[src/rtl/sbm_pkg.sv]
// Shared types and constants of the SCCB bus master.
package sbm_pkg;

  localparam int unsigned CFG_W = 16;
  localparam int unsigned BYTE_W = 8;

  // Register indexes on the configuration port
  localparam logic CFG_HALF_PERIOD = 1'b0;
  localparam logic CFG_ACK_SETUP = 1'b1;

  localparam logic [CFG_W-1:0] HALF_PERIOD_RST = 16'd5;
  localparam logic [CFG_W-1:0] ACK_SETUP_RST = 16'd1;

  localparam logic [3:0] BITS_PER_BYTE = 4'd8;

  typedef enum logic [2:0] {
    OP_START = 3'd0,
    OP_STOP  = 3'd1,
    OP_WRITE = 3'd2,
    OP_READ  = 3'd3,
    OP_NACK  = 3'd4
  } op_e;

  // One tick as classified by the front end
  typedef struct packed {
    logic              start;
    op_e               op;
    logic [BYTE_W-1:0] tx;
    logic              sda;
  } item_t;

  // Bus and status view after one tick
  typedef struct packed {
    logic              scl;
    logic              sda;
    logic              oe;
    logic              busy;
    logic              done;
    logic [BYTE_W-1:0] rx;
    logic              ack;
  } res_t;

endpackage

[src/rtl/sbm_fifo.sv]
// Small register-based first-in first-out queue.
module sbm_fifo #(
  parameter int unsigned WIDTH = 8,
  parameter int unsigned DEPTH = 2
) (
  input  logic             clk_i,
  input  logic             rst_ni,
  input  logic             push_i,
  input  logic [WIDTH-1:0] data_i,
  output logic             full_o,
  input  logic             pop_i,
  output logic [WIDTH-1:0] data_o,
  output logic             empty_o
);

  localparam int unsigned PTR_W = (DEPTH > 1) ? $clog2(DEPTH) : 1;
  localparam int unsigned CNT_W = $clog2(DEPTH + 1);

  logic [WIDTH-1:0] mem_q [DEPTH];
  logic [PTR_W-1:0] wr_ptr_q, wr_ptr_d;
  logic [PTR_W-1:0] rd_ptr_q, rd_ptr_d;
  logic [CNT_W-1:0] cnt_q, cnt_d;
  logic             wr, rd;

  assign full_o  = (cnt_q == CNT_W'(DEPTH));
  assign empty_o = (cnt_q == '0);
  assign wr      = push_i && !full_o;
  assign rd      = pop_i && !empty_o;
  assign data_o  = mem_q[rd_ptr_q];

  always_comb begin
    wr_ptr_d = wr_ptr_q;
    rd_ptr_d = rd_ptr_q;
    cnt_d    = cnt_q;
    if (wr) begin
      wr_ptr_d = (wr_ptr_q == PTR_W'(DEPTH - 1)) ? '0 : wr_ptr_q + 1'b1;
    end
    if (rd) begin
      rd_ptr_d = (rd_ptr_q == PTR_W'(DEPTH - 1)) ? '0 : rd_ptr_q + 1'b1;
    end
    if (wr && !rd) begin
      cnt_d = cnt_q + 1'b1;
    end else if (rd && !wr) begin
      cnt_d = cnt_q - 1'b1;
    end
  end

  always_ff @(posedge clk_i or negedge rst_ni) begin
    if (!rst_ni) begin
      wr_ptr_q <= '0;
      rd_ptr_q <= '0;
      cnt_q    <= '0;
    end else begin
      wr_ptr_q <= wr_ptr_d;
      rd_ptr_q <= rd_ptr_d;
      cnt_q    <= cnt_d;
    end
  end

  always_ff @(posedge clk_i) begin
    if (wr) begin
      mem_q[wr_ptr_q] <= data_i;
    end
  end

endmodule

[src/rtl/sbm_front.sv]
// Front end: classify each incoming tick and queue it for the sequencer.
module sbm_front #(
  parameter int unsigned DEPTH = 2
) (
  input  logic               clk_i,
  input  logic               rst_ni,
  input  logic               push_i,
  output logic               full_o,
  input  logic               cmd_valid_i,
  input  logic [2:0]         op_i,
  input  logic [7:0]         tx_byte_i,
  input  logic               sda_in_i,
  output logic               item_valid_o,
  output sbm_pkg::item_t     item_o,
  input  logic               item_pop_i
);
  import sbm_pkg::*;

  item_t item_in;
  logic  legal;
  logic  empty;

  // Only known opcodes may launch a sequence
  assign legal = cmd_valid_i && (op_i <= OP_NACK);

  always_comb begin
    item_in.start = legal;
    item_in.op    = legal ? op_e'(op_i) : OP_START;
    item_in.tx    = tx_byte_i;
    item_in.sda   = sda_in_i;
  end

  sbm_fifo #(
    .WIDTH($bits(item_t)),
    .DEPTH(DEPTH)
  ) u_queue (
    .clk_i  (clk_i),
    .rst_ni (rst_ni),
    .push_i (push_i),
    .data_i (item_in),
    .full_o (full_o),
    .pop_i  (item_pop_i),
    .data_o (item_o),
    .empty_o(empty)
  );

  assign item_valid_o = !empty;

endmodule

[src/rtl/sbm_seq.sv]
// Back end: bus phase sequencer, at most one bus action per clock cycle while not stalled.
module sbm_seq (
  input  logic                       clk_i,
  input  logic                       rst_ni,
  input  logic [sbm_pkg::CFG_W-1:0]  half_period_i,
  input  logic [sbm_pkg::CFG_W-1:0]  ack_setup_i,
  input  logic                       item_valid_i,
  input  sbm_pkg::item_t             item_i,
  output logic                       item_pop_o,
  input  logic                       res_full_i,
  output logic                       res_push_o,
  output sbm_pkg::res_t              res_o
);
  import sbm_pkg::*;

  typedef enum logic [3:0] {
    PH_IDLE  = 4'd0,
    PH_STEP1 = 4'd1,
    PH_STEP2 = 4'd2,
    PH_STEP3 = 4'd3,
    PH_STEP4 = 4'd4,
    PH_STEP5 = 4'd5,
    PH_STEP6 = 4'd6,
    PH_STEP7 = 4'd7
  } phase_e;

  typedef struct packed {
    op_e               cmd;
    phase_e            phase;
    logic [3:0]        bit_cnt;
    logic [BYTE_W-1:0] shift;
    logic [CFG_W-1:0]  wait_cnt;
    logic              scl;
    logic              sda;
    logic              oe;
    logic [BYTE_W-1:0] rx;
    logic              ack;
  } seq_t;

  seq_t st_q, st_d;
  seq_t pre, post;
  logic mid_q, mid_d;
  logic done_acc_q, done_acc_d;
  logic run, act, fin, cont, step;
  logic [3:0] bit_nxt;

  always_comb begin
    pre     = st_q;
    run     = 1'b0;
    bit_nxt = st_q.bit_cnt + 1'b1;
    // Tick entry: latch a new command or count down the current hold; mid-tick, run the next action
    if (!mid_q) begin
      if (st_q.phase == PH_IDLE) begin
        if (item_i.start) begin
          pre.cmd      = item_i.op;
          pre.phase    = PH_STEP1;
          pre.bit_cnt  = '0;
          pre.shift    = (item_i.op == OP_WRITE) ? item_i.tx : '0;
          pre.wait_cnt = '0;
          run          = 1'b1;
        end
      end else begin
        if (st_q.wait_cnt != '0) begin
          pre.wait_cnt = st_q.wait_cnt - 1'b1;
        end
        run = (pre.wait_cnt == '0);
      end
    end else begin
      run = 1'b1;
    end

    act  = run && (pre.phase != PH_IDLE) && (pre.wait_cnt == '0);
    post = pre;
    fin  = 1'b0;
    if (act) begin
      post.wait_cnt = half_period_i;
      case (pre.cmd)
        OP_START: begin
          case (pre.phase)
            PH_STEP1: begin post.oe = 1'b1; post.sda = 1'b1; post.phase = PH_STEP2; end
            PH_STEP2: begin post.scl = 1'b1; post.phase = PH_STEP3; end
            PH_STEP3: begin post.sda = 1'b0; post.phase = PH_STEP4; end
            PH_STEP4: begin post.scl = 1'b0; post.phase = PH_STEP5; end
            default:  fin = 1'b1;
          endcase
        end
        OP_STOP: begin
          case (pre.phase)
            PH_STEP1: begin post.oe = 1'b1; post.sda = 1'b0; post.phase = PH_STEP2; end
            PH_STEP2: begin post.scl = 1'b1; post.phase = PH_STEP3; end
            PH_STEP3: begin post.sda = 1'b1; post.phase = PH_STEP4; end
            default:  fin = 1'b1;
          endcase
        end
        OP_WRITE: begin
          case (pre.phase)
            PH_STEP1: begin
              post.oe    = 1'b1;
              post.sda   = pre.shift[BYTE_W-1];
              post.shift = {pre.shift[BYTE_W-2:0], 1'b0};
              post.scl   = 1'b1;
              post.phase = PH_STEP2;
            end
            PH_STEP2: begin
              post.scl     = 1'b0;
              post.bit_cnt = bit_nxt;
              post.phase   = (bit_nxt < BITS_PER_BYTE) ? PH_STEP1 : PH_STEP3;
            end
            PH_STEP3: begin post.wait_cnt = ack_setup_i; post.phase = PH_STEP4; end
            PH_STEP4: begin post.oe = 1'b0; post.phase = PH_STEP5; end
            PH_STEP5: begin post.scl = 1'b1; post.phase = PH_STEP6; end
            PH_STEP6: begin
              post.ack   = item_i.sda;
              post.scl   = 1'b0;
              post.phase = PH_STEP7;
            end
            default: begin post.oe = 1'b1; fin = 1'b1; end
          endcase
        end
        OP_READ: begin
          case (pre.phase)
            PH_STEP1: begin post.oe = 1'b0; post.phase = PH_STEP2; end
            PH_STEP2: post.phase = PH_STEP3;
            PH_STEP3: begin post.scl = 1'b1; post.phase = PH_STEP4; end
            PH_STEP4: begin
              post.shift   = {pre.shift[BYTE_W-2:0], item_i.sda};
              post.scl     = 1'b0;
              post.bit_cnt = bit_nxt;
              post.phase   = (bit_nxt < BITS_PER_BYTE) ? PH_STEP2 : PH_STEP5;
            end
            default: begin post.rx = pre.shift; fin = 1'b1; end
          endcase
        end
        default: begin
          case (pre.phase)
            PH_STEP1: begin post.oe = 1'b1; post.sda = 1'b1; post.phase = PH_STEP2; end
            PH_STEP2: begin post.scl = 1'b1; post.phase = PH_STEP3; end
            PH_STEP3: begin post.scl = 1'b0; post.phase = PH_STEP4; end
            PH_STEP4: begin post.sda = 1'b0; post.phase = PH_STEP5; end
            default:  fin = 1'b1;
          endcase
        end
      endcase
    end
    if (fin) begin
      post.phase    = PH_IDLE;
      post.wait_cnt = '0;
    end
    // A zero hold lets the next action run within the same tick
    cont = (post.phase != PH_IDLE) && (post.wait_cnt == '0);
  end

  assign step       = item_valid_i && !res_full_i;
  assign item_pop_o = step && !cont;
  assign res_push_o = step && !cont;

  always_comb begin
    res_o.scl  = post.scl;
    res_o.sda  = post.sda;
    res_o.oe   = post.oe;
    res_o.busy = (post.phase != PH_IDLE);
    res_o.done = done_acc_q || fin;
    res_o.rx   = post.rx;
    res_o.ack  = post.ack;
  end

  always_comb begin
    st_d       = st_q;
    mid_d      = mid_q;
    done_acc_d = done_acc_q;
    if (step) begin
      st_d = post;
      if (cont) begin
        mid_d      = 1'b1;
        done_acc_d = done_acc_q || fin;
      end else begin
        mid_d      = 1'b0;
        done_acc_d = 1'b0;
      end
    end
  end

  always_ff @(posedge clk_i or negedge rst_ni) begin
    if (!rst_ni) begin
      st_q.cmd      <= OP_START;
      st_q.phase    <= PH_IDLE;
      st_q.bit_cnt  <= '0;
      st_q.shift    <= '0;
      st_q.wait_cnt <= '0;
      st_q.scl      <= 1'b0;
      st_q.sda      <= 1'b0;
      st_q.oe       <= 1'b0;
      st_q.rx       <= '0;
      st_q.ack      <= 1'b1;
      mid_q         <= 1'b0;
      done_acc_q    <= 1'b0;
    end else begin
      st_q       <= st_d;
      mid_q      <= mid_d;
      done_acc_q <= done_acc_d;
    end
  end

endmodule

[src/rtl/sccb_bus_master_top.sv]
// Top level of the SCCB bit-level bus master.
// Each transaction pushed in is one time tick of the bus sequencer: it may
// carry a command (start, stop, write byte, read byte or NACK) for an idle
// master plus the sampled SDA level, and it yields exactly one result
// transaction with the SCL level, SDA level, SDA drive enable, busy, a done
// pulse, the last read byte and the last acknowledge bit. Commands offered
// while busy, and unknown opcodes, are ignored. A tick runs at most one bus
// action whenever the half period and the ack setup time are both non-zero;
// through zero holds it chains actions, one bus action per cycle while the
// result queue has room, and its result is pushed when the chain ends. The
// front queue holds IN_DEPTH ticks and the result queue OUT_DEPTH results,
// so a stall on one side does not stop the other until its queue fills.
// Write the configuration registers only while the master is idle and both
// queues are drained; a change takes effect at the next hold that is loaded.
module sccb_bus_master_top #(
  parameter int unsigned IN_DEPTH  = 2,
  parameter int unsigned OUT_DEPTH = 2
) (
  input  logic                      clk_i,
  input  logic                      rst_ni,
  // Tick input queue
  input  logic                      push,
  output logic                      full,
  input  logic                      cmd_valid_i,
  input  logic [2:0]                op_i,
  input  logic [7:0]                tx_byte_i,
  input  logic                      sda_in_i,
  // Result queue
  output logic                      empty,
  input  logic                      pop,
  output logic                      scl_level_o,
  output logic                      sda_level_o,
  output logic                      sda_drive_o,
  output logic                      busy_res_o,
  output logic                      done_res_o,
  output logic [7:0]                rx_byte_o,
  output logic                      ack_bit_o,
  // Configuration write port
  input  logic                      cfg_we_i,
  input  logic                      cfg_idx_i,
  input  logic [sbm_pkg::CFG_W-1:0] cfg_data_i
);
  import sbm_pkg::*;

  logic [CFG_W-1:0] half_period_q;
  logic [CFG_W-1:0] ack_setup_q;

  item_t item;
  logic  item_valid;
  logic  item_pop;
  res_t  res_in, res_out;
  logic  res_push;
  logic  res_full;

  // Configuration registers: plain write, no read-back
  always_ff @(posedge clk_i or negedge rst_ni) begin
    if (!rst_ni) begin
      half_period_q <= HALF_PERIOD_RST;
      ack_setup_q   <= ACK_SETUP_RST;
    end else if (cfg_we_i) begin
      case (cfg_idx_i)
        CFG_HALF_PERIOD: half_period_q <= cfg_data_i;
        CFG_ACK_SETUP:   ack_setup_q   <= cfg_data_i;
        default:         half_period_q <= half_period_q;
      endcase
    end
  end

  // Front end: classify and queue ticks
  sbm_front #(
    .DEPTH(IN_DEPTH)
  ) u_front (
    .clk_i       (clk_i),
    .rst_ni      (rst_ni),
    .push_i      (push),
    .full_o      (full),
    .cmd_valid_i (cmd_valid_i),
    .op_i        (op_i),
    .tx_byte_i   (tx_byte_i),
    .sda_in_i    (sda_in_i),
    .item_valid_o(item_valid),
    .item_o      (item),
    .item_pop_i  (item_pop)
  );

  // Back end: advance the bus phases, at most one action per cycle while not stalled
  sbm_seq u_seq (
    .clk_i        (clk_i),
    .rst_ni       (rst_ni),
    .half_period_i(half_period_q),
    .ack_setup_i  (ack_setup_q),
    .item_valid_i (item_valid),
    .item_i       (item),
    .item_pop_o   (item_pop),
    .res_full_i   (res_full),
    .res_push_o   (res_push),
    .res_o        (res_in)
  );

  // Hold finished results until the consumer takes them
  sbm_fifo #(
    .WIDTH($bits(res_t)),
    .DEPTH(OUT_DEPTH)
  ) u_res_queue (
    .clk_i  (clk_i),
    .rst_ni (rst_ni),
    .push_i (res_push),
    .data_i (res_in),
    .full_o (res_full),
    .pop_i  (pop),
    .data_o (res_out),
    .empty_o(empty)
  );

  assign scl_level_o = res_out.scl;
  assign sda_level_o = res_out.sda;
  assign sda_drive_o = res_out.oe;
  assign busy_res_o  = res_out.busy;
  assign done_res_o  = res_out.done;
  assign rx_byte_o   = res_out.rx;
  assign ack_bit_o   = res_out.ack;

endmodule
[config.mk]
export PLATFORM = sky130hd
export DESIGN_NAME = sccb_bus_master_top
export DESIGN_NICKNAME = d
export VERILOG_FILES = /design/src/rtl/sbm_pkg.sv /design/src/rtl/sbm_fifo.sv /design/src/rtl/sbm_front.sv /design/src/rtl/sbm_seq.sv /design/src/rtl/sccb_bus_master_top.sv
export SDC_FILE = /design/constraint.sdc
export NUM_CORES = 1
export LEC_CHECK = 0
export BUFFER_PORTS_ARGS = -buffer_cell sky130_fd_sc_hd__buf_4
export CAP_MARGIN = 20
export CORE_MARGIN = 3
export CORE_UTILIZATION = 50
export CTS_CLUSTER_DIAMETER = 80
export DETAILED_ROUTE_END_ITERATION = 16
export GPL_TIMING_DRIVEN = 1
export HOLD_SLACK_MARGIN = 0.02
export PLACE_DENSITY = 0.7
export SLEW_MARGIN = 5
export SYNTH_ARGS = -nofsm -noshare
export SYNTH_HDL_FRONTEND = slang
export SYNTH_HIERARCHICAL = 1
export SYNTH_SLANG_ARGS = --single-unit
[constraint.sdc]
create_clock -name clk_i -period 4.1 [get_ports clk_i]
set_clock_uncertainty 0.1 [all_clocks]
set_input_delay 0.205 -clock clk_i [delete_from_list [all_inputs] [get_ports clk_i]]
set_output_delay 0.205 -clock clk_i [all_outputs]
set_load 0.05 [all_outputs]
# --- Yosys cells after proc, flatten, opt, wreduce, memory -nomap -nowiden ---
# Memories as Yosys holds them, arrays and structs flattened.
# Index checks and enable logic that the tools add are counted.
op_classes:
  n_reduce_logical: 44
  n_addsub: 10
  mux: 66
  eq_ne: 12
  bitwise: 1
  n_lt_le_gt_ge: 2
op_table:
  columns: ["cell", "count"]
  rows:
  - ["two-way mux 16 bit", 7]
  - ["two-way mux 35 bit", 2]
  - ["logical NOT 16 bit", 3]
  - ["two-way mux 44 bit", 1]
  - ["two-way mux 8 bit", 4]
  - ["case mux 4 bit (4 select lines)", 2]
  - ["case mux 12 bit (2 select lines)", 1]
  - ["case mux 4 bit (3 select lines)", 2]
  - ["case mux 4 bit (6 select lines)", 1]
  - ["two-way mux 1 bit", 23]
  - ["case mux 1 bit (2 select lines)", 10]
  - ["two-way mux 19 bit", 1]
  - ["nonzero test 16 bit", 1]
  - ["subtractor 16 x 1 -> 16 bit, second input constant", 1]
  - ["logical AND 1 bit", 14]
  - ["== test 4 x 3 -> 1 bit, second input constant", 3]
  - ["two-way mux 12 bit", 1]
  - ["two-way mux 2 bit", 5]
  - ["== test 3 x 2 -> 1 bit, second input constant", 3]
  - ["logical NOT 1 bit", 9]
  - ["== test 4 x 2 -> 1 bit, second input constant", 2]
  - ["two-way mux 4 bit", 2]
  - ["case mux 1 bit (4 select lines)", 2]
  - ["nonzero test 4 bit", 2]
  - ["other kinds (21)", 33]
word_totals:
  mem_count: 2
  elab_cells: 157
  in_bits: 35
  mem_bits_rw: 54
  out_inout_bits: 16
  regBits: 89
memory_table:
  columns: ["name", "words", "word_bits", "rd", "rd_ports_with_merged_regs", "wr", "line", "rtl"]
  rows:
  - ["u_res_queue.mem_q", 2, 14, 1, 0, 1, "sbm_fifo.sv:19", "logic [WIDTH-1:0] mem_q [DEPTH];"]
  - ["u_front.u_queue.mem_q", 2, 13, 1, 0, 1, "sbm_fifo.sv:19", null]

# --- Longest topological paths before layout ---
# Gate-level depths: netlist of run 1.
logic_depth:
  depth_word: 21
  ltp_mapped: 17
  mapped_depth_nobuf: 15

# --- Hierarchy ---
# The synthesis of run 1 kept the hierarchy.
modules_own_cells:
  columns: ["mod", "cells_each", "instances", "seq_area_each_um2", "area_per_inst_um2"]
  rows:
  - ["sbm_seq", 525, 1, 1227.4, 4181.5]
  - ["sbm_fifo at u_res_queue", 63, 1, 940.9, 1260.0]
  - ["sccb_bus_master_top", 69, 1, 804.5, 1256.2]
  - ["sbm_fifo at u_front.u_queue", 59, 1, 880.8, 1168.6]
  - ["sbm_front", 7, 1, 0.0, 43.8]

# --- Worst setup path before layout of run 1 ---
# No wires, ideal clock.
synth_path:
  kind: "reg2reg"
  startpoint: "register u_seq/st_q[12] (netlist bit)"
  endpoint: "memory u_res_queue/mem_q[0][0] (netlist bit), enable pin"
  path_stages_with_launch: 14
  slack_ns: 0.178
  required_ns: 3.616
  arrival_ns: 3.438
  synth_period_minus_slack_ns: 3.922
  setup_ns: 0.384
  n_path_buf: 2
  cell_sequence: "dfrtp_1 -> clkbuf_1 -> inv_1 -> ha_1 -> or4b_2 -> nor4_1 -> o32a_1 -> and4b_1 -> and4_2 -> nand4_1 -> a21oi_1 -> buf_4 -> nand2_1 -> nor2_1"
synth_via:
  elab_chain_cells: 18
  word_cells_on_any_way: 26
  cone_classes: "add/sub (1); mux (14); reduce/logical (11)"
synth_lines:
  columns: ["element", "line", "rtl"]
  rows:
  - ["start, declared", "sbm_seq.sv:40", "seq_t st_q, st_d;"]
  - ["start signal, assigned", "sbm_seq.sv:198", "st_q <= st_d;"]
  - ["subtractor 16 x 1 -> 16 bit or nonzero test 16 bit (tied branches)", "sbm_seq.sv:64, sbm_seq.sv:63", null]
  - ["two-way mux 16 bit", "sbm_seq.sv:63", "if (st_q.wait_cnt != '0) begin"]
  - ["two-way mux 16 bit", "sbm_seq.sv:53", "if (st_q.phase == PH_IDLE) begin"]
  - ["two-way mux 16 bit", "sbm_seq.sv:52", "if (!mid_q) begin"]
  - ["logical NOT 16 bit", "sbm_seq.sv:66", "run = (pre.wait_cnt == '0);"]
  - ["two-way mux 1 bit", "sbm_seq.sv:53", null]
  - ["two-way mux 1 bit", "sbm_seq.sv:52", null]
  - ["logical AND 1 bit (2 in series)", "sbm_seq.sv:72", "act = run && (pre.phase != PH_IDLE) && (pre.wait_cnt == '0);"]
  - ["(+2 left out)", null, null]
  - ["logical NOT 16 bit or nonzero test 4 bit (tied branches)", "sbm_seq.sv:150", "cont = (post.phase != PH_IDLE) && (post.wait_cnt == '0);"]
  - ["logical AND 1 bit (*)", "sbm_seq.sv:150", null]
  - ["logical NOT 1 bit (*)", null, null]
  - ["logical AND 1 bit (*)", null, null]
  - ["named net item_pop", "sccb_bus_master_top.sv:50", "logic item_pop;"]
  - ["logical AND 1 bit (*)", "sbm_fifo.sv:27", "assign wr = push_i && !full_o;"]
  - ["two-way mux 1 bit (*)", "sbm_fifo.sv:61", "if (wr) begin"]
  - ["two-way mux 1 bit (not written as such) (*)", "sbm_fifo.sv:62", "mem_q[wr_ptr_q] <= data_i;"]
  - ["end, declared", "sbm_fifo.sv:19", null]
# Mark *: on every way through the listed nets, which the timed path passes. The rest lies on a longest branch. The select of a mux whose other input is x is not followed.

# --- Worst setup path after layout of run 1 ---
layout_path:
  startpoint: "register u_seq/st_q[13] (netlist bit)"
  endpoint: "register u_front.u_queue.cnt_q[1]"
layout_via:
  elab_chain_cells: 19
  word_cells_on_any_way: 29
  cone_classes: "add/sub (1); mux (13); reduce/logical (15)"
layout_lines:
  columns: ["element", "line", "rtl"]
  rows:
  - ["subtractor 16 x 1 -> 16 bit or nonzero test 16 bit (tied branches)", "sbm_seq.sv:64, sbm_seq.sv:63", null]
  - ["two-way mux 16 bit", "sbm_seq.sv:63", null]
  - ["two-way mux 16 bit", "sbm_seq.sv:53", null]
  - ["two-way mux 16 bit", "sbm_seq.sv:52", null]
  - ["logical NOT 16 bit", "sbm_seq.sv:66", null]
  - ["two-way mux 1 bit", "sbm_seq.sv:53", null]
  - ["two-way mux 1 bit", "sbm_seq.sv:52", null]
  - ["logical AND 1 bit (2 in series)", "sbm_seq.sv:72", null]
  - ["(+3 left out)", null, null]
  - ["logical AND 1 bit (*)", "sbm_seq.sv:150", null]
  - ["logical NOT 1 bit (*)", "sbm_seq.sv:154", "assign item_pop_o = step && !cont;"]
  - ["logical AND 1 bit (*)", "sbm_seq.sv:154", null]
  - ["named net item_pop", "sccb_bus_master_top.sv:50", null]
  - ["logical AND 1 bit (*)", "sbm_fifo.sv:28", "assign rd = pop_i && !empty_o;"]
  - ["logical NOT 1 bit", "sbm_fifo.sv:41", "if (wr && !rd) begin"]
  - ["logical AND 1 bit", "sbm_fifo.sv:41", null]
  - ["two-way mux 2 bit or nonzero test 2 bit (tied branches)", null, null]
  - ["end signal, assigned", "sbm_fifo.sv:56", "cnt_q <= cnt_d;"]
  - ["end, declared", "sbm_fifo.sv:22", "logic [CNT_W-1:0] cnt_q, cnt_d;"]
# Marked as above.
# A chain may end at the register's enable or synchronous reset.

==> results of run 1 <==
[power breakdown]
group | internal, W | switching [W]
Combinational | 0.00108 | 0.00160
Sequential | 0.00188 | 0.000279
Clock | 0.000855 | 0.000649
Total | 0.00381 | 0.00253
[metrics by stage]
stage	total power (W)	hold slack, ns	util (%)	setup slack (ns)	instance area, µm²
after global placement	0.00475	0.198	56.9	0.265	8720
after detailed placement	0.00478	0.206	56.9	0.180	8720
after global routing	0.00670	0.0545	63.0	0.0120	9640
after floorplan	0.00392	-0.191	-	0.178	7910
final	0.00634	0.0406	63.0	0.300	9640
after CTS	0.00633	0.0215	62.7	0.150	9600
[layer usage]
layer	vias up	share of wire, %	GRT usage (%)
met2	267	45	37.9
met5	-	0	0
li1	2917	-	-
met4	0	1.0	6.01
met1	3097	46	37.9
met3	25	8.1	5.73
[synth_stat cells (5+ instances only)]
| cell type | instances | area, µm² |
|---|---|---|
| dfrtp_1 | 85 | 2130 |
| nand2_1 | 69 | 259 |
| mux2_2 | 55 | 619 |
| edfxtp_1 | 54 | 1620 |
| nor2_1 | 48 | 180 |
| a21oi_1 | 38 | 190 |
| clkbuf_1 | 29 | 109 |
| mux2_4 | 28 | 420 |
| o21ai_0 | 23 | 115 |
| nand3_1 | 22 | 110 |
| a31oi_1 | 19 | 119 |
| nor4_1 | 19 | 119 |
| inv_1 | 16 | 60.1 |
| nor3_1 | 15 | 75.1 |
| buf_4 | 13 | 97.6 |
| nand2b_1 | 12 | 75.1 |
| mux2i_1 | 11 | 110 |
| nand4_1 | 11 | 68.8 |
| a32o_1 | 7 | 70.1 |
| xnor2_1 | 7 | 61.3 |
| buf_6 | 6 | 67.6 |
| nor2b_1 | 6 | 37.5 |
| o221ai_1 | 6 | 52.6 |
| xor2_1 | 6 | 52.6 |
| and2_1 | 5 | 31.3 |
| buf_2 | 5 | 25.0 |
| mux2_1 | 5 | 56.3 |
| o21a_1 | 5 | 37.5 |
| o22ai_1 | 5 | 31.3 |
| or4_1 | 5 | 37.5 |
[worst max-delay path, cell delays in order, from the launching register on]
cell and delay [ns]:
dfrtp_1 0.41, inv_1 0.09, ha_1 0.24, or4b_2 0.70, nor4_1 0.21, o32a_1 0.20
and4b_1 0.21, and4_2 0.24, nand4_1 0.16, a21oi_2 0.33, o21ai_1 0.17, ha_1 0.36
nor2_1 0.14, xor2_1 0.16
[flip-flops by register name, summed over array words and instances (netlist names), 2 cells and up]
signal                 cells
ack_setup_q               16
half_period_q             16
u_front/u_queue/cnt_q      2
u_front/u_queue/mem_q     26
u_res_queue/cnt_q          2
u_res_queue/mem_q         28
u_seq/pre                 12
u_seq/st_q                35
[final timing paths]
check / startpoint / cells past startpoint / slack [ns] / end
setup / recovery: u_seq/st_q[13]$_DFFE_PN0P_ / 13 / 0.30 / u_front/u_queue/cnt_q[1]$_DFFE_PN0P_
hold reg to reg: u_seq/pre[9]$_DFFE_PN0P_ / 2 / 0.39 / u_seq/pre[9]$_DFFE_PN0P_
max in group asynchronous: rst_ni / 3 / 2.61 / half_period_q[2]$_DFFE_PN1P_
min in group asynchronous: rst_ni / 2 / 0.27 / half_period_q[11]$_DFFE_PN0P_
setup reg to reg: u_seq/st_q[13]$_DFFE_PN0P_ / 13 / 0.30 / u_front/u_queue/cnt_q[1]$_DFFE_PN0P_
hold / removal: pop / 3 / 0.04 / u_res_queue/rd_ptr_q$_DFFE_PN0P_
[final cells by class]
cell class	count	share of cell area [%]
repair buffers	144	12.2
flip-flops and latches	143	40.0
well taps	211	2.74
inverters	16	0.623
clock buffers	17	4.41
multi-input cells	510	38.5
clock inverters	15	1.64
[kinds of logic after synthesis]
group,share of synthesized area (%)
flip-flops,48.7
AND/OR/NAND/NOR,16.4
AO/OA/AOI/OAI,12.7
adder cells (fa/ha/maj),0.633
multiplexers,15.2
buffers and inverters,4.79
XOR/XNOR,1.44
[repair_timing]
action,in CTS,in global routing
resized for setup,0,6
endpoints found under the setup margin,0,17
hold buffers,30,0
hold endpoints to repair,105,0
buffers inserted,0,0
==> impl_metrics.tcl, run 1 <==
set metrics [dict create \
    grt_max_degree 53 \
    clkTransAtPathRegs_ns 0.06 \
    hold_viol 0 \
    drc_errors 0 \
    fin_crit_sh_pct 92.7 \
    n_fill_cell 1225 \
    initial_core_util_pct 51.7 \
    syn_area_um2 7910 \
    final_common_cell "buf_4" \
    syn_inst 723 \
    clockBufferDepth 2 \
    synth_edf_count 54 \
    drt_iter0_drc 544 \
    fp.dieH_um 132 \
    ys_warn_count 6 \
    rows 45 \
    final-max-slew-violation-count 0 \
    final_cell_mix "112 x buf_4, 85 x dfrtp_1, 69 x nand2_1" \
    maxCapViolCount 0 \
    overflow 0 \
    synthArstFlopShare_pct 62.2 \
    grt_pass1_vias 6366 \
    clock_latency_ns 0.43 \
    outcome "complete, no violations" \
    dr_total_vias 6306 \
    synth.distinct_cells 73 \
    seq_area_frac_synth_pct 48.7 \
    cp_data_required_time_ns 4.35 \
    die-area_um2 17400 \
    layout.nets 871 \
    area_delta_synth_final_pct 21.9 \
    slew_headroom_pct 46.6 \
    via_per_inst 5.97 \
    dp_cells 993 \
    drt_first_pass_iters 7 \
    leakage_nw 3.99 \
    start_kind "register" \
    io_pins 51 \
    numCtsBuffers 17 \
    fmax_mhz 263 \
    clock-sinks 143 \
    avgSynthCellArea_um2 10.9 \
    crit_type "register to register" \
    peakVddDrop_mv 0.487 \
    seqCellArea_um2 3850 \
    finalSetupViolCount 0 \
    core_um2 15300 \
    rsz0062_at_grt "true" \
    final.setup.tns_ns 0 \
    tightest_slew_ns 0.798 \
    grt_antenna_before_repair 0 \
    ant_nets 0 \
    hold_class "input pin to register" \
    detail_route.wl_per_cell_um 20.4 \
    wl_um 21600 \
    track_usage_pct 25.3 \
    synth_fp_nets 762 \
    synthFlopType "dfrtp_1" \
    crit_fanout 6 \
    cts_root_buffer "clkbuf_16" \
    hpwl_um 15400 \
    ys_ff_latch 143 \
    htree_levels 4 \
    globalplace.congestion 0.972 \
    drive_gt1_share_pct 30.3 \
    final_cells 1056 \
    cts_tree "done" \
    crit_arrival_ns 4.05 \
    power_density_nw_per_um2 658 \
    die_x_um 132 \
    cp-end-kind "register" \
    grt_pass1_wl_um 35000 \
    antennaDiodeCount 0 \
    place.port_buffers 50 \
    period_minus_slack_ns 3.80 \
    multi_input_area_um2 3710 \
]
No activity file was read; power rests on OpenSTA's default activity.
==> run 2, diff against run 1 <==
CELL_PAD_IN_SITES_DETAIL_PLACEMENT = 1   (was unset)
CELL_PAD_IN_SITES_GLOBAL_PLACEMENT = 1   (was unset)
CORE_UTILIZATION = 44   (was 50)
PLACE_DENSITY = unset   (was 0.7)
PLACE_DENSITY_LB_ADDON = 0.1   (was unset)
==> impl_metrics.tcl, run 2 (synthesis results as in run 1) <==
set metrics [dict create \
    ant_nets 0 \
    hold_path.startpoint "push" \
    largestRegisters "u_seq/st_q: 35 flops, u_res_queue/mem_q: 28 flops, u_front/u_queue/mem_q: 26 flops" \
    power_frac_seq_pct 34.6 \
    initial_core_util_pct 45.3 \
    maxCapViolCount 0 \
    grtUsageMet2_pct 38.1 \
    wl_um 23300 \
    r2r_end "u_res_queue/mem_q[1][4]$_DFFE_PP_" \
    track_usage_pct 24.4 \
    met3_usage_pct 4.17 \
    power_density_nw_per_um2 662 \
    io_pins 51 \
    numCtsBuffers 17 \
    clockBufferDepth 2 \
    grt-busiest-layer "met2" \
    combPwrFrac_pct 41.6 \
    leakage_nw 3.92 \
    cp-end-kind "register" \
    drive_gt1_share_pct 29.5 \
    finalSetupViolCount 0 \
    core_um2 17500 \
    pre_cts_slack_ns 0.0475 \
    clockPowerShare_pct 23.9 \
    grtUsageMet1_pct 35.0 \
    final_area_um2 9520 \
    outcome "complete, no violations" \
    reg2reg_depth 12 \
    die-area_um2 19600 \
    final_cell_mix "102 x buf_4, 85 x dfrtp_1, 68 x nand2_1" \
    grt_pass1_wl_um 37700 \
    final_common_cell "buf_4" \
    worst_slack_ns 0.152 \
    period_minus_slack_ns 3.95 \
    drc_errors 0 \
    fp.dieH_um 140 \
    globalplace.congestion 0.883 \
    largest_register_ffs 35 \
    die_x_um 140 \
    fin_crit_sh_pct 96.3 \
    via_per_inst 5.89 \
    grt_max_degree 63 \
    tightest_slew_ns 0.830 \
    timing.rr.start "u_seq/st_q[13]$_DFFE_PN0P_" \
    start_kind "register" \
    rows 48 \
    fmax_mhz 253 \
    swShare_pct 40.8 \
    whs_ns 0.0407 \
    slew_headroom_pct 44.7 \
    crit_arrival_ns 4.01 \
    cts_tree "done" \
    hpwl_um 16600 \
    top_register "u_seq/st_q" \
    dp_cells 994 \
    hold_class "input pin to register" \
    htree_levels 4 \
    crit_type "register to register" \
    r2r_slack_ns 0.15 \
    final-max-slew-violation-count 0 \
    hold_viol 0 \
    overflow 0 \
    layout.nets 857 \
    area_delta_synth_final_pct 20.3 \
    whs_endpoint "u_front/u_queue/wr_ptr_q$_DFFE_PN0N_" \
    p_sw_w 0.00258 \
    clock-sinks 143 \
    post_dp_cell_area_um2 8630 \
    final_cells 1056 \
    crit_fanout 8 \
    grt_antenna_before_repair 0 \
    detail_route.wl_per_cell_um 22.1 \
    drt_iter0_drc 403 \
    dr_total_vias 6216 \
    drt_first_pass_iters 4 \
    peakVddDrop_mv 0.344 \
    p_int_w 0.00373 \
    clkTransAtPathRegs_ns 0.07 \
    whs_path_depth 3 \
    antennaDiodeCount 0 \
    place.port_buffers 50 \
    cp_data_required_time_ns 4.17 \
    cts_root_buffer "clkbuf_16" \
    clock_latency_ns 0.42 \
    grt_pass1_vias 6684 \
]
## run 2: cell type report
cell class                      count  area [µm²]
Clock buffer                       18         439
Inverter                           16        60.1
Fill cell                        1854        7960
Clock inverter                     14         123
Multi-Input combinational cell    510        3720
Sequential cell                   143        3850
Timing Repair Buffer              130        1050
Tap cell                          225         282
## run 2: what timing repair did
| action | 4_1_cts | 5_1_grt |
|---|---|---|
| resized for setup | 0 | 9 |
| endpoints found under the setup margin | 0 | 48 |
| hold endpoints to repair | 110 | 0 |
| hold buffers | 28 | 0 |
| buffers inserted | 0 | 1 |
## run 2: power by group through the flow
stage | combinational (W) | clock, W | sequential, W
floorplan | 0.00186 | 0 | 0.00206
finish | 0.00262 | 0.00150 | 0.00218
CTS | 0.00260 | 0.00153 | 0.00218
global route | 0.00284 | 0.00161 | 0.00223
global placement | 0.00249 | 0 | 0.00218
detailed placement | 0.00256 | 0 | 0.00220
## run 2: critical path, cell delays in order, from the launching register on
cell and delay [ns]:
dfrtp_1 0.41, inv_1 0.10, ha_1 0.24, or3b_2 0.54, nor4_4 0.29, buf_4 0.18
nor4_1 0.05, a31oi_1 0.30, and4b_1 0.29, buf_4 0.15, nand3_4 0.14, nor3_4 0.46
mux2_2 0.42
## run 2: layer usage
layer | vias to the layer above | routed length (µm)
met5 | - | 0
met4 | 0 | 393
met3 | 31 | 893
met2 | 154 | 11000
met1 | 3135 | 11000
li1 | 2896 | -
## run 2: worst max path at each step
stage / start / endpoint / slack, ns / cells past startpoint
finish: u_seq/st_q[13]$_DFFE_PN0P_ / u_res_queue/mem_q[1][4]$_DFFE_PP_ / 0.15 / 12
global route: u_seq/st_q[13]$_DFFE_PN0P_ / u_res_queue/mem_q[1][4]$_DFFE_PP_ / -0.02 / 12
CTS: u_seq/st_q[13]$_DFFE_PN0P_ / u_res_queue/mem_q[1][0]$_DFFE_PP_ / 0.02 / 10
detailed placement: u_seq/st_q[13]$_DFFE_PN0P_ / u_res_queue/mem_q[1][7]$_DFFE_PP_ / 0.05 / 10
global placement: u_seq/st_q[16]$_DFFE_PN0P_ / u_res_queue/mem_q[1][3]$_DFFE_PP_ / 0.14 / 8
floorplan: u_seq/st_q[12]$_DFFE_PN0P_ / u_res_queue/mem_q[0][0]$_DFFE_PP_ / 0.18 / 13
## run 2: per-stage QoR
step	util (%)	power, W	TNS (ns)
after floorplan	-	0.00392	0
after global routing	54.5	0.00667	-0.133
after global placement	49.4	0.00467	0
after detailed placement	49.4	0.00476	0
after CTS	54.2	0.00631	0
final	54.5	0.00630	0
==> run 3, diff against run 2 <==
CORE_UTILIZATION = 46   (was 44)
CTS_BUF_LIST = sky130_fd_sc_hd__clkbuf_2   (was unset)
==> impl_metrics.tcl, run 3 (synthesis results as in run 1) <==
set metrics [dict create \
    largestRegisters "u_seq/st_q: 35 flops, u_res_queue/mem_q: 28 flops, u_front/u_queue/mem_q: 26 flops" \
    crit_path_start "u_seq/st_q[16]$_DFFE_PN0P_" \
    drc_errors 0 \
    largest_register_ffs 35 \
    worst_slack_ns 0.164 \
    rsz0062_at_grt "true" \
    htree_levels 4 \
    cp-endpoint "u_res_queue/mem_q[0][2]$_DFFE_PP_" \
    peakVddDrop_mv 0.357 \
    hold_viol 0 \
    rows 47 \
    grt_pass1_vias 6980 \
    finalSetupViolCount 0 \
    timing.rr.start "u_seq/st_q[16]$_DFFE_PN0P_" \
    clock_latency_ns 0.76 \
    drt_first_pass_iters 5 \
    cts_root_buffer "clkbuf_2" \
    r2r_slack_ns 0.16 \
    hpwl_um 16700 \
    tightest_slew_ns 1.02 \
    fmax_mhz 254 \
    die_x_um 137 \
    cp-end-kind "register" \
    pre_cts_slack_ns 0.0237 \
    crit_fanout 8 \
    cts_tree "done" \
    crit_arrival_ns 4.33 \
    hold_class "input pin to register" \
    overflow 0 \
    final-max-slew-violation-count 0 \
    maxCapViolCount 0 \
    initial_core_util_pct 47.4 \
    top_register "u_seq/st_q" \
    final_common_cell "buf_4" \
    io_pins 51 \
    period_minus_slack_ns 3.94 \
    fin_crit_sh_pct 96.0 \
    track_usage_pct 28.3 \
    ant_nets 0 \
    slew_headroom_pct 31.7 \
    grt_pass1_wl_um 40300 \
    final_cell_mix "99 x buf_4, 85 x dfrtp_1, 69 x nand2_1" \
    reg2reg_depth 9 \
    clkTransAtPathRegs_ns 0.26 \
    fp.dieH_um 137 \
    dr_total_vias 6558 \
    post-cts-setup-buffers 0 \
    final.setup.tns_ns 0 \
    clock-sinks 143 \
    grt_max_degree 52 \
    globalplace.congestion 0.919 \
    numCtsBuffers 17 \
    grt_antenna_before_repair 1 \
    r2r_end "u_res_queue/mem_q[0][2]$_DFFE_PP_" \
    drive_gt1_share_pct 28.5 \
    core_um2 16700 \
    cp_data_required_time_ns 4.50 \
    crit_type "register to register" \
    via_per_inst 6.09 \
    detail_route.wl_per_cell_um 24.5 \
    layout.nets 882 \
    power_density_nw_per_um2 610 \
    wl_um 26400 \
    area_delta_synth_final_pct 19.9 \
    die-area_um2 18800 \
    start_kind "register" \
    outcome "complete, no violations" \
    leakage_nw 3.91 \
    drt_iter0_drc 389 \
    place.port_buffers 50 \
    clockBufferDepth 2 \
]
run 3: changes by cell type in the layout (fill, tap and decap cells not counted), moves of 3 or more:
cell / before / now
clkinv_2: 3 / 0
inv_8: 5 / 1
clkbuf_16: 17 / 0
buf_4: 102 / 99
dlygate4sd3_1: 28 / 54
clkbuf_2: 0 / 18
run 3: area by class of cell:
class,count,area (µm²)
Clock inverter,14,169
Clock buffer,18,90.1
Antenna cell,1,2.50
Sequential cell,143,3850
Multi-Input combinational cell,510,3710
Tap cell,220,275
Timing Repair Buffer,155,1330
Inverter,16,60.1
Fill cell,1809,7210
run 3: layer usage:
layer	wire, µm	track usage [%]
met5	0	0
met4	436	8.31
met3	1280	4.78
met2	12700	45.4
met1	11900	39.7
run 3: worst min path at each step:
stage | end | slack [ns] | cells after the start | startpoint
after CTS | u_front/u_queue/mem_q[0][5]$_DFFE_PP_ | 0.02 | 2 | tx_byte_i[4]
after global routing | u_front/u_queue/mem_q[0][2]$_DFFE_PP_ | 0.008 | 2 | tx_byte_i[1]
after detailed placement | u_seq/st_q[22]$_DFFE_PN0P_ | 0.27 | 1 | rst_ni
final | u_front/u_queue/mem_q[0][2]$_DFFE_PP_ | 0.09 | 2 | tx_byte_i[1]
after floorplan | ack_setup_q[10]$_DFFE_PN0P_ | -0.19 | 0 | rst_ni
after global placement | u_seq/st_q[22]$_DFFE_PN0P_ | 0.25 | 1 | rst_ni
run 3: repair_timing:
| item | CTS | global route |
|---|---|---|
| resized for setup | 1 | 6 |
| pin swaps | 0 | 1 |
| setup endpoints to repair | 3 | 48 |
| hold endpoints to repair | 134 | 6 |
| hold buffers | 51 | 4 |
run 3: through the flow:
step	hold slack, ns	util, %	std cells	instance area, µm²	total power [W]
after global routing	0.00776	56.8	1077	9490	0.00612
after global placement	0.252	51.6	988	8620	0.00465
after CTS	0.0234	56.4	1071	9410	0.00572
final	0.0855	56.8	1077	9490	0.00579
after floorplan	-0.191	-	723	7910	0.00392
after detailed placement	0.272	51.6	988	8620	0.00477
run 3: power breakdown:
part           switching (W)  total, W  internal, W
logic                0.00163   0.00268      0.00106
registers           0.000320   0.00219      0.00187
clock network       0.000609  0.000915     0.000306
run 3: critical path: stages (launching register included):
cell     delay, ns
dfrtp_1       0.51
or4_1         0.72
nor4_4        0.48
nor4_1        0.10
a31oi_1       0.34
and4b_1       0.29
buf_4         0.15
nand3_4       0.12
nor3_4        0.48
mux2_2        0.41
